===== src/sv/rbtgc_pkg.sv =====
package rbtgc_pkg;

    localparam int BLOCKS_DEF    = 32;
    localparam int SIZE_BITS_DEF = 16;
    localparam int REF_BITS_DEF  = 8;

    localparam int TOTAL_W  = 21;
    localparam int ID_W     = 6;
    localparam int REFOUT_W = 8;
    localparam int SIZEIN_W = 16;
    localparam int STATUS_W = 3;

    localparam logic [TOTAL_W-1:0] TOTAL_MAX    = '1;
    localparam logic [TOTAL_W-1:0] THRESH_RESET = 21'd400;

    typedef enum logic [1:0] {
        FN_ALLOC   = 2'd0,
        FN_ADD     = 2'd1,
        FN_REMOVE  = 2'd2,
        FN_COLLECT = 2'd3
    } func_t;

    localparam logic [STATUS_W-1:0] ST_OK         = 3'd0;
    localparam logic [STATUS_W-1:0] ST_FULL       = 3'd1;
    localparam logic [STATUS_W-1:0] ST_UNKNOWN    = 3'd2;
    localparam logic [STATUS_W-1:0] ST_NOT_NEEDED = 3'd3;
    localparam logic [STATUS_W-1:0] ST_NONE       = 3'd4;

    typedef struct packed {
        logic load;
        logic exec;
        logic sweep_start;
        logic sweep_read;
        logic sweep_free;
        logic sweep_next;
        logic finish;
    } ctrl_cmd_t;

    typedef struct packed {
        logic collect;
        logic need_sweep;
        logic cur_live;
        logic cur_zero;
        logic last_slot;
        logic pend_valid;
        logic out_free;
    } dp_stat_t;

endpackage


===== src/sv/rbtgc_ctrl.sv =====
module rbtgc_ctrl
    import rbtgc_pkg::*;
(
    input  logic       aclk,
    input  logic       aresetn,
    input  logic       s_tvalid,
    output logic       s_tready,
    input  dp_stat_t   stat,
    output ctrl_cmd_t  cmd
);

    typedef enum logic [2:0] {
        S_IDLE,
        S_EXEC,
        S_SW_RD,
        S_SW_CHK,
        S_SW_END
    } state_t;

    state_t state_reg, state_next;

    assign s_tready = (state_reg == S_IDLE) && stat.out_free;

    always_comb begin
        state_next = state_reg;
        cmd        = '0;
        unique case (state_reg)
            S_IDLE: begin
                if (s_tvalid && s_tready) begin
                    cmd.load   = 1'b1;
                    state_next = S_EXEC;
                end
            end
            S_EXEC: begin
                if (stat.collect && stat.need_sweep) begin
                    cmd.sweep_start = 1'b1;
                    state_next      = S_SW_RD;
                end else begin
                    cmd.exec   = 1'b1;
                    state_next = S_IDLE;
                end
            end
            S_SW_RD: begin
                if (stat.cur_live) begin
                    cmd.sweep_read = 1'b1;
                    state_next     = S_SW_CHK;
                end else if (stat.last_slot) begin
                    state_next = S_SW_END;
                end else begin
                    cmd.sweep_next = 1'b1;
                end
            end
            S_SW_CHK: begin
                if (stat.cur_zero) begin
                    if (!stat.pend_valid || stat.out_free) begin
                        cmd.sweep_free = 1'b1;
                        if (stat.last_slot) begin
                            state_next = S_SW_END;
                        end else begin
                            cmd.sweep_next = 1'b1;
                            state_next     = S_SW_RD;
                        end
                    end
                end else if (stat.last_slot) begin
                    state_next = S_SW_END;
                end else begin
                    cmd.sweep_next = 1'b1;
                    state_next     = S_SW_RD;
                end
            end
            S_SW_END: begin
                if (stat.out_free) begin
                    cmd.finish = 1'b1;
                    state_next = S_IDLE;
                end
            end
            default: state_next = S_IDLE;
        endcase
    end

    always_ff @(posedge aclk) begin
        if (!aresetn) begin
            state_reg <= S_IDLE;
        end else begin
            state_reg <= state_next;
        end
    end

endmodule


===== src/sv/rbtgc_dp.sv =====
module rbtgc_dp
    import rbtgc_pkg::*;
#(
    parameter int BLOCKS    = BLOCKS_DEF,
    parameter int SIZE_BITS = SIZE_BITS_DEF,
    parameter int REF_BITS  = REF_BITS_DEF
) (
    input  logic               aclk,
    input  logic               aresetn,
    input  logic [23:0]        s_tdata,       // alloc_size, block_id
    input  logic [1:0]         s_tuser,       // func
    input  logic [TOTAL_W-1:0] gc_threshold,
    input  ctrl_cmd_t          cmd,
    output dp_stat_t           stat,
    output logic               m_tvalid,
    input  logic               m_tready,
    output logic [39:0]        m_tdata,       // result_id, ref_count, used_total
    output logic [2:0]         m_tuser,       // status
    output logic               m_tlast
);

    localparam int IDX_W = (BLOCKS > 1) ? $clog2(BLOCKS) : 1;
    localparam int CNT_W = $clog2(BLOCKS + 2);
    localparam int SUM_W = $clog2(BLOCKS + 1) + SIZE_BITS;
    localparam int TOT_W = (SUM_W > TOTAL_W) ? SUM_W : TOTAL_W;
    localparam int CMP_W = 8;

    function automatic logic [TOTAL_W-1:0] sat_tot(input logic [TOT_W-1:0] v);
        logic [TOTAL_W-1:0] r;
        if (v > TOT_W'(TOTAL_MAX)) begin
            r = TOTAL_MAX;
        end else begin
            r = v[TOTAL_W-1:0];
        end
        return r;
    endfunction

    // input unpack
    logic [SIZEIN_W-1:0]           in_size;
    logic [ID_W-1:0]               in_id;
    logic [ID_W-1:0]               in_id_m1;
    logic [SIZE_BITS+SIZEIN_W-1:0] in_size_wide;

    assign in_size      = s_tdata[15:0];
    assign in_id        = s_tdata[21:16];
    assign in_id_m1     = in_id - ID_W'(1);
    assign in_size_wide = {{SIZE_BITS{1'b0}}, in_size};

    func_t                func_reg;
    logic [SIZE_BITS-1:0] size_reg;
    logic [ID_W-1:0]      id_reg;

    always_ff @(posedge aclk) begin
        if (cmd.load) begin
            func_reg <= func_t'(s_tuser);
            size_reg <= in_size_wide[SIZE_BITS-1:0];
            id_reg   <= in_id;
        end
    end

    // table state
    logic [BLOCKS-1:0]   live_reg;
    logic [CNT_W-1:0]    next_slot_reg;
    logic [TOT_W-1:0]    total_reg;
    logic [IDX_W-1:0]    k_reg;
    logic                pend_valid_reg;
    logic [ID_W-1:0]     pend_id_reg;
    logic [TOTAL_W-1:0]  pend_total_reg;

    // slot memories
    logic [SIZE_BITS-1:0] size_mem [BLOCKS];
    logic [REF_BITS-1:0]  refs_mem [BLOCKS];
    logic [SIZE_BITS-1:0] size_rd_reg;
    logic [REF_BITS-1:0]  refs_rd_reg;
    logic [IDX_W-1:0]     rd_addr;
    logic                 rd_en;

    assign rd_addr = cmd.load ? in_id_m1[IDX_W-1:0] : k_reg;
    assign rd_en   = cmd.load | cmd.sweep_read;

    always_ff @(posedge aclk) begin
        if (rd_en) begin
            size_rd_reg <= size_mem[rd_addr];
            refs_rd_reg <= refs_mem[rd_addr];
        end
    end

    // operation decode
    logic [ID_W-1:0]               id_m1;
    logic [IDX_W-1:0]              id_idx;
    logic [CNT_W-1:0]              ns_m1;
    logic [IDX_W-1:0]              ns_idx;
    logic                          found;
    logic                          full;
    logic [REF_BITS-1:0]           refs_upd;
    logic [TOT_W-1:0]              alloc_total;
    logic [TOT_W-1:0]              free_total;
    logic [CNT_W+ID_W-1:0]         ns_wide;
    logic [CNT_W:0]                k_p1;
    logic [CNT_W+ID_W:0]           k_wide;
    logic [REF_BITS+REFOUT_W-1:0]  refs_wide;

    assign id_m1       = id_reg - ID_W'(1);
    assign id_idx      = id_m1[IDX_W-1:0];
    assign ns_m1       = next_slot_reg - CNT_W'(1);
    assign ns_idx      = ns_m1[IDX_W-1:0];
    assign full        = CMP_W'(next_slot_reg) > CMP_W'(BLOCKS);
    assign found       = (id_reg != '0) && (CMP_W'(id_reg) <= CMP_W'(BLOCKS))
                         && (CMP_W'(id_reg) < CMP_W'(next_slot_reg)) && live_reg[id_idx];
    assign alloc_total = total_reg + TOT_W'(size_reg);
    assign free_total  = total_reg - TOT_W'(size_rd_reg);
    assign ns_wide     = {{ID_W{1'b0}}, next_slot_reg};
    assign k_p1        = (CNT_W + 1)'(k_reg) + (CNT_W + 1)'(1);
    assign k_wide      = {{ID_W{1'b0}}, k_p1};
    assign refs_wide   = {{REFOUT_W{1'b0}}, refs_upd};

    always_comb begin
        refs_upd = refs_rd_reg;
        if (func_reg == FN_ADD) begin
            if (refs_rd_reg != '1) begin
                refs_upd = refs_rd_reg + REF_BITS'(1);
            end
        end else if (refs_rd_reg != '0) begin
            refs_upd = refs_rd_reg - REF_BITS'(1);
        end
    end

    // memory writes
    logic size_we;
    logic refs_we;
    logic [IDX_W-1:0]    wr_addr;
    logic [REF_BITS-1:0] refs_wdata;

    always_comb begin
        size_we    = 1'b0;
        refs_we    = 1'b0;
        wr_addr    = ns_idx;
        refs_wdata = REF_BITS'(1);
        if (cmd.exec) begin
            case (func_reg) inside
                FN_ALLOC: begin
                    size_we = !full;
                    refs_we = !full;
                end
                FN_ADD, FN_REMOVE: begin
                    refs_we    = found;
                    wr_addr    = id_idx;
                    refs_wdata = refs_upd;
                end
                default: ;
            endcase
        end
    end

    always_ff @(posedge aclk) begin
        if (size_we) begin
            size_mem[wr_addr] <= size_reg;
        end
        if (refs_we) begin
            refs_mem[wr_addr] <= refs_wdata;
        end
    end

    // result select
    logic                   out_load;
    logic [STATUS_W-1:0]    o_status;
    logic [ID_W-1:0]        o_id;
    logic [REFOUT_W-1:0]    o_refs;
    logic [TOTAL_W-1:0]     o_total;
    logic                   o_last;

    assign out_load = cmd.exec | cmd.finish | (cmd.sweep_free & pend_valid_reg);

    always_comb begin
        o_status = ST_OK;
        o_id     = '0;
        o_refs   = '0;
        o_total  = sat_tot(total_reg);
        o_last   = 1'b1;
        if (cmd.exec) begin
            case (func_reg) inside
                FN_ALLOC: begin
                    if (full) begin
                        o_status = ST_FULL;
                    end else begin
                        o_id    = ns_wide[ID_W-1:0];
                        o_refs  = REFOUT_W'(1);
                        o_total = sat_tot(alloc_total);
                    end
                end
                FN_ADD, FN_REMOVE: begin
                    if (found) begin
                        o_id   = id_reg;
                        o_refs = refs_wide[REFOUT_W-1:0];
                    end else begin
                        o_status = ST_UNKNOWN;
                    end
                end
                default: o_status = ST_NOT_NEEDED;
            endcase
        end else if (cmd.finish) begin
            if (pend_valid_reg) begin
                o_id    = pend_id_reg;
                o_total = pend_total_reg;
            end else begin
                o_status = ST_NONE;
            end
        end else begin
            o_id    = pend_id_reg;
            o_total = pend_total_reg;
            o_last  = 1'b0;
        end
    end

    // table and sweep state
    always_ff @(posedge aclk) begin
        if (!aresetn) begin
            live_reg       <= '0;
            next_slot_reg  <= CNT_W'(1);
            total_reg      <= '0;
            pend_valid_reg <= 1'b0;
            k_reg          <= '0;
        end else begin
            if (cmd.exec && func_reg == FN_ALLOC && !full) begin
                live_reg[ns_idx] <= 1'b1;
                next_slot_reg    <= next_slot_reg + CNT_W'(1);
                total_reg        <= alloc_total;
            end
            if (cmd.sweep_start) begin
                k_reg          <= '0;
                pend_valid_reg <= 1'b0;
            end
            if (cmd.sweep_free) begin
                live_reg[k_reg] <= 1'b0;
                total_reg       <= free_total;
                pend_valid_reg  <= 1'b1;
            end
            if (cmd.sweep_next) begin
                k_reg <= k_reg + IDX_W'(1);
            end
        end
    end

    always_ff @(posedge aclk) begin
        if (cmd.sweep_free) begin
            pend_id_reg    <= k_wide[ID_W-1:0];
            pend_total_reg <= sat_tot(free_total);
        end
    end

    // output register
    logic                   m_valid_reg;
    logic [STATUS_W-1:0]    m_status_reg;
    logic [ID_W-1:0]        m_id_reg;
    logic [REFOUT_W-1:0]    m_refs_reg;
    logic [TOTAL_W-1:0]     m_total_reg;
    logic                   m_last_reg;

    always_ff @(posedge aclk) begin
        if (!aresetn) begin
            m_valid_reg <= 1'b0;
        end else if (out_load) begin
            m_valid_reg <= 1'b1;
        end else if (m_tready) begin
            m_valid_reg <= 1'b0;
        end
    end

    always_ff @(posedge aclk) begin
        if (out_load) begin
            m_status_reg <= o_status;
            m_id_reg     <= o_id;
            m_refs_reg   <= o_refs;
            m_total_reg  <= o_total;
            m_last_reg   <= o_last;
        end
    end

    assign m_tvalid = m_valid_reg;
    assign m_tdata  = {5'b0, m_total_reg, m_refs_reg, m_id_reg};
    assign m_tuser  = m_status_reg;
    assign m_tlast  = m_last_reg;

    assign stat.collect    = (func_reg == FN_COLLECT);
    assign stat.need_sweep = total_reg > TOT_W'(gc_threshold);
    assign stat.cur_live   = live_reg[k_reg];
    assign stat.cur_zero   = (refs_rd_reg == '0);
    assign stat.last_slot  = (k_reg == IDX_W'(BLOCKS - 1));
    assign stat.pend_valid = pend_valid_reg;
    assign stat.out_free   = !m_valid_reg || m_tready;

endmodule


===== src/sv/refcount_block_table_gc_top.sv =====
// allocate, add and remove reference: request registered, then result in the
// output register; no new request before that, nor while the result side stalls
// collect: one memory read per live slot, through the single read port of the
// slot tables; one result per freed block, or a single status result when no
// block is freed or no sweep is needed
// reset: live bits and total cleared, next id 1, gc_threshold 400; no clearing pass
module refcount_block_table_gc_top
    import rbtgc_pkg::*;
#(
    parameter int BLOCKS    = BLOCKS_DEF,
    parameter int SIZE_BITS = SIZE_BITS_DEF,
    parameter int REF_BITS  = REF_BITS_DEF
) (
    input  logic        aclk,
    input  logic        aresetn,
    input  logic        s_tvalid,
    output logic        s_tready,
    input  logic [23:0] s_tdata,   // alloc_size, block_id
    input  logic [1:0]  s_tuser,   // func
    output logic        m_tvalid,
    input  logic        m_tready,
    output logic [39:0] m_tdata,   // result_id, ref_count, used_total
    output logic [2:0]  m_tuser,   // status
    output logic        m_tlast,
    input  logic        psel,
    input  logic        penable,
    input  logic        pwrite,
    input  logic [1:0]  paddr,
    input  logic [31:0] pwdata,
    output logic [31:0] prdata,
    output logic        pready
);

    logic [TOTAL_W-1:0] thresh_reg;
    logic               cfg_wr;
    ctrl_cmd_t          cmd;
    dp_stat_t           stat;

    // single register, every address maps to it
    assign cfg_wr = psel && penable && pwrite && pready && (paddr[1:0] == paddr);
    assign pready = 1'b1;
    assign prdata = {{(32 - TOTAL_W){1'b0}}, thresh_reg};

    always_ff @(posedge aclk) begin
        if (!aresetn) begin
            thresh_reg <= THRESH_RESET;
        end else if (cfg_wr) begin
            thresh_reg <= pwdata[TOTAL_W-1:0];
        end
    end

    rbtgc_ctrl u_ctrl (
        .aclk     (aclk),
        .aresetn  (aresetn),
        .s_tvalid (s_tvalid),
        .s_tready (s_tready),
        .stat     (stat),
        .cmd      (cmd)
    );

    rbtgc_dp #(
        .BLOCKS    (BLOCKS),
        .SIZE_BITS (SIZE_BITS),
        .REF_BITS  (REF_BITS)
    ) u_dp (
        .aclk         (aclk),
        .aresetn      (aresetn),
        .s_tdata      (s_tdata),
        .s_tuser      (s_tuser),
        .gc_threshold (thresh_reg),
        .cmd          (cmd),
        .stat         (stat),
        .m_tvalid     (m_tvalid),
        .m_tready     (m_tready),
        .m_tdata      (m_tdata),
        .m_tuser      (m_tuser),
        .m_tlast      (m_tlast)
    );

endmodule


===== config.mk =====
export PLATFORM = sky130hd
export DESIGN_NAME = refcount_block_table_gc_top
export DESIGN_NICKNAME = d
export VERILOG_FILES = /design/src/sv/rbtgc_pkg.sv /design/src/sv/rbtgc_ctrl.sv /design/src/sv/rbtgc_dp.sv /design/src/sv/refcount_block_table_gc_top.sv
export SDC_FILE = /design/constraint.sdc
export NUM_CORES = 2
export LEC_CHECK = 0
export BUFFER_PORTS_ARGS = -buffer_cell sky130_fd_sc_hd__buf_2
export CORE_AREA = 2 2 340 342
export CTS_BUF_LIST = sky130_fd_sc_hd__clkbuf_4
export DETAILED_ROUTE_END_ITERATION = 8
export DIE_AREA = 0 0 342 344
export GPL_ROUTABILITY_DRIVEN = 0
export GPL_TIMING_DRIVEN = 0
export PLACE_DENSITY = 0.48
export SYNTH_ARGS = -nofsm -noshare
export SYNTH_HDL_FRONTEND = slang
export SYNTH_SLANG_ARGS = --single-unit

===== constraint.sdc =====
create_clock -name aclk -period 5.7 [get_ports aclk]
set_input_delay 0.57 -clock aclk [delete_from_list [all_inputs] [get_ports aclk]]
set_output_delay 0.57 -clock aclk [all_outputs]
set_load 0.05 [all_outputs]

==> metrics <==
Yosys warnings 0; CP endpoint kind flop; Leak 17.4 nW; average size of a mapped cell around 12 sq um; Slew HR between 10% and 20%; die width around 340 um; Via Count slightly above 30000; min Tclk post-route 5.20 ns; fin nets between 4000 and 5000; unrepaired setup endpoints after global routing false; clk_lat worst skew approximately 1.2 ns; first-pass GRT wire length just over 200000 um; Worst Tran Pin Value between 1 and 1.5 ns; Power Total about 16 mW; compound-cell area share of the yosys netlist around 7.4%; pin count of the biggest net entering global routing 34; initial core utilization 36.8%; finished layout cell area about 50000 sq um; post-route ant nets 0; Root Driver clkbuf_4; Max IR drop VDD roughly 180 uV; GRT Util Overall roughly 24%; Die ar. ~120000 sq um; Avg WL per Cell approximately 26 um; reg2reg path depth 11; buffers added on ports around 110; R2R Path Start thresh_reg[1]; post-route clock skew between 0.1 and 0.15 ns; Post-Route WL approximately 140000 um; CP startpoint thresh_reg[1]; core area 114000 sq um; max FFs per register 512; number of global-route vias before repair about 30000; Mapped Area around 42000 sq um; Fmax between 150 and 200 MHz; layout cell share with drive strength beyond 1 a little under a fifth; CP Data Required Time 6.42 ns; DRT iter0 DRCs between 2000 and 3000; largest family of logic cells by synthesized area simple AND/OR/NAND/NOR gates; Final period util between 90% and 100%; Die Ht 344 um; DRC viols 0; Post-synth EDFFs between 800 and 900; FFs w/ async S/R, synth 0%; post-synth top area share about 63%; number of synthesized register bits 973; xor and xnor area share after synthesis 0.979%; Pre-Repair DR Iteration Count 7; initial antenna violation count 7; fraction of synthesized area in multiplexers between 3 and 4%; # clock sinks roughly 1000; Final setup viols 0; Post-Synth Simple-Gate Area between 15 and 20%; clock buffer depth 4; Multi-input gate area around 13000 sq um; synth unique cells between 90 and 100; Cells after Synth around 3400; Post-DP HPWL between 100000 and 150000 um; placed inst area between 40000 and 50000 sq um; IO Pins 146; Final Hold Fails 0; CTS Buf Count 290; fill count around 11000; Clk pin slew, worst setup/hold paths roughly 0.06 ns; Worst setup SP type flop; grt total ovfl 0; Vias/cell about 5.4; most frequent cells in the layout 882 x edfxtp_1, 718 x nand2_1, 411 x clkbuf_4; TritonCTS clock tree done; max-cap violation count 0; register area share after synthesis 67.5%; commonest non-fill, non-tap cell in the layout edfxtp_1; hold depth 2; Max Fanout on Critical Path 16; FP Rows ~120; status complete, no violations; Synth area leader edfxtp_1; CP Data Arrival Time around 5.9 ns; pwr/cell area between 300 and 400 nW/um^2; CTS H-tree depth 5; Crit Path Class reg2reg; Post-Synth Adder-Cell Area 2.36%; top post-synthesis cells by area edfxtp_1 63%, nand2_1 6.4%, dfxtp_1 4.3%; HP Start s_tdata[11]; ys flop type edfxtp_1; Area growth syn-to-layout 18.8%; Pins Over Slew Limit 0; flip-flop and latch area roughly 28000 sq um; Hold WC Path Type in2reg
==> synth_stat cells (all sizes together), types with 4 or more instances <==
| cell | instances |
|---|---|
| nand3b | 6 |
| a21oi | 121 |
| a21o | 17 |
| o211a | 6 |
| or2 | 4 |
| nor2b | 13 |
| o21a | 12 |
| o211ai | 21 |
| nand2 | 720 |
| and2 | 12 |
| ha | 76 |
| a211oi | 47 |
| clkbuf | 134 |
| a22oi | 4 |
| nor3b | 5 |
| dfxtp | 91 |
| mux2i | 101 |
| buf | 78 |
| a21boi | 6 |
| edfxtp | 882 |
| nand4 | 139 |
| and3 | 23 |
| nor4 | 5 |
| nor2 | 149 |
| nor3 | 41 |
| o21ai | 36 |
| o21bai | 4 |
| nand2b | 17 |
| mux4 | 18 |
| nand4b | 4 |
| o31ai | 8 |
| a32oi | 24 |
| o22ai | 17 |
| mux2 | 5 |
| xnor2 | 30 |
| xor2 | 16 |
| a31oi | 61 |
| or3 | 12 |
| a222oi | 24 |
| inv | 77 |
| nand3 | 254 |
==> through the flow <==
stage	hold WS, ns	setup slack [ns]	std cells	setup TNS, ns	utilization [%]
final	0.153	0.501	5609	0	43.7
after global routing	0.0472	0.258	5608	0	43.7
after CTS	0.00000333	0.441	5598	0	43.7
after detailed placement	0.467	0.452	5065	0	40.1
after global placement	0.459	-0.299	5005	-17.59	39.0
after floorplan	0.449	1.37	3380	0	-
==> final timing paths <==
kind	end	slack (ns)
worst max-delay path	u_dp.size_mem[0][5]	0.50
worst min-delay path	u_dp.size_reg[11]	0.15
worst max register to register	u_dp.size_mem[0][5]	0.50
worst min register to register	thresh_reg[18]	0.47
==> power by group <==
group          internal [mW]  leakage (nW)  switching, mW  total, mW
Clock                   3.37          2.03           2.95       6.31
Combinational          0.555          6.62           1.43       1.99
Sequential              7.94          8.78          0.105       8.04
Total                   11.9          17.4           4.48       16.3
==> worst max-delay path, cell delays in order (launching register included) <==
cell	delay [ns]
dfxtp_1	0.51
inv_1	0.08
ha_1	0.32
nor2b_1	0.13
o21ai_0	0.24
a21oi_1	0.14
o21ai_1	0.62
a21oi_2	0.31
clkbuf_1	0.44
nor2_1	0.50
nand2_1	0.57
nor2_2	0.95
==> layer usage <==
layer	GRT usage [%]	up-vias	part of all wire, %
met5	0	-	0.019
met2	39.1	1234	47
met1	33.3	15300	44
met4	7.94	4	2.4
li1	-	13800	-
met3	4.55	243	6.8
==> final cells by class <==
type                            count  area share, %
Antenna cell                        8         0.0402
Clock inverter                     52          0.517
Buffer                            212           1.87
Inverter                           77          0.580
Timing Repair Buffer              246           4.86
Multi-Input combinational cell   2118           25.3
Tap cell                         1512           3.80
Clock buffer                      411           6.19
Sequential cell                   973           56.8
==> timing repair <==
item                                    in CTS  in global routing
buffers inserted                             0                  0
endpoints found under the setup margin       0                  0
hold endpoints to repair                    66                  0
resized for setup                            0                  0
hold buffers                                70                  0
==> logic make-up after synthesis <==
group | after synthesis
AO/OA/AOI/OAI | 440
XOR/XNOR | 46
adder cells (fa/ha/maj) | 78
buffers and inverters | 289
other | 2
multiplexers | 124
flip-flops | 973
AND/OR/NAND/NOR | 1413
Note: power is estimated with default switching activity, not from simulation.
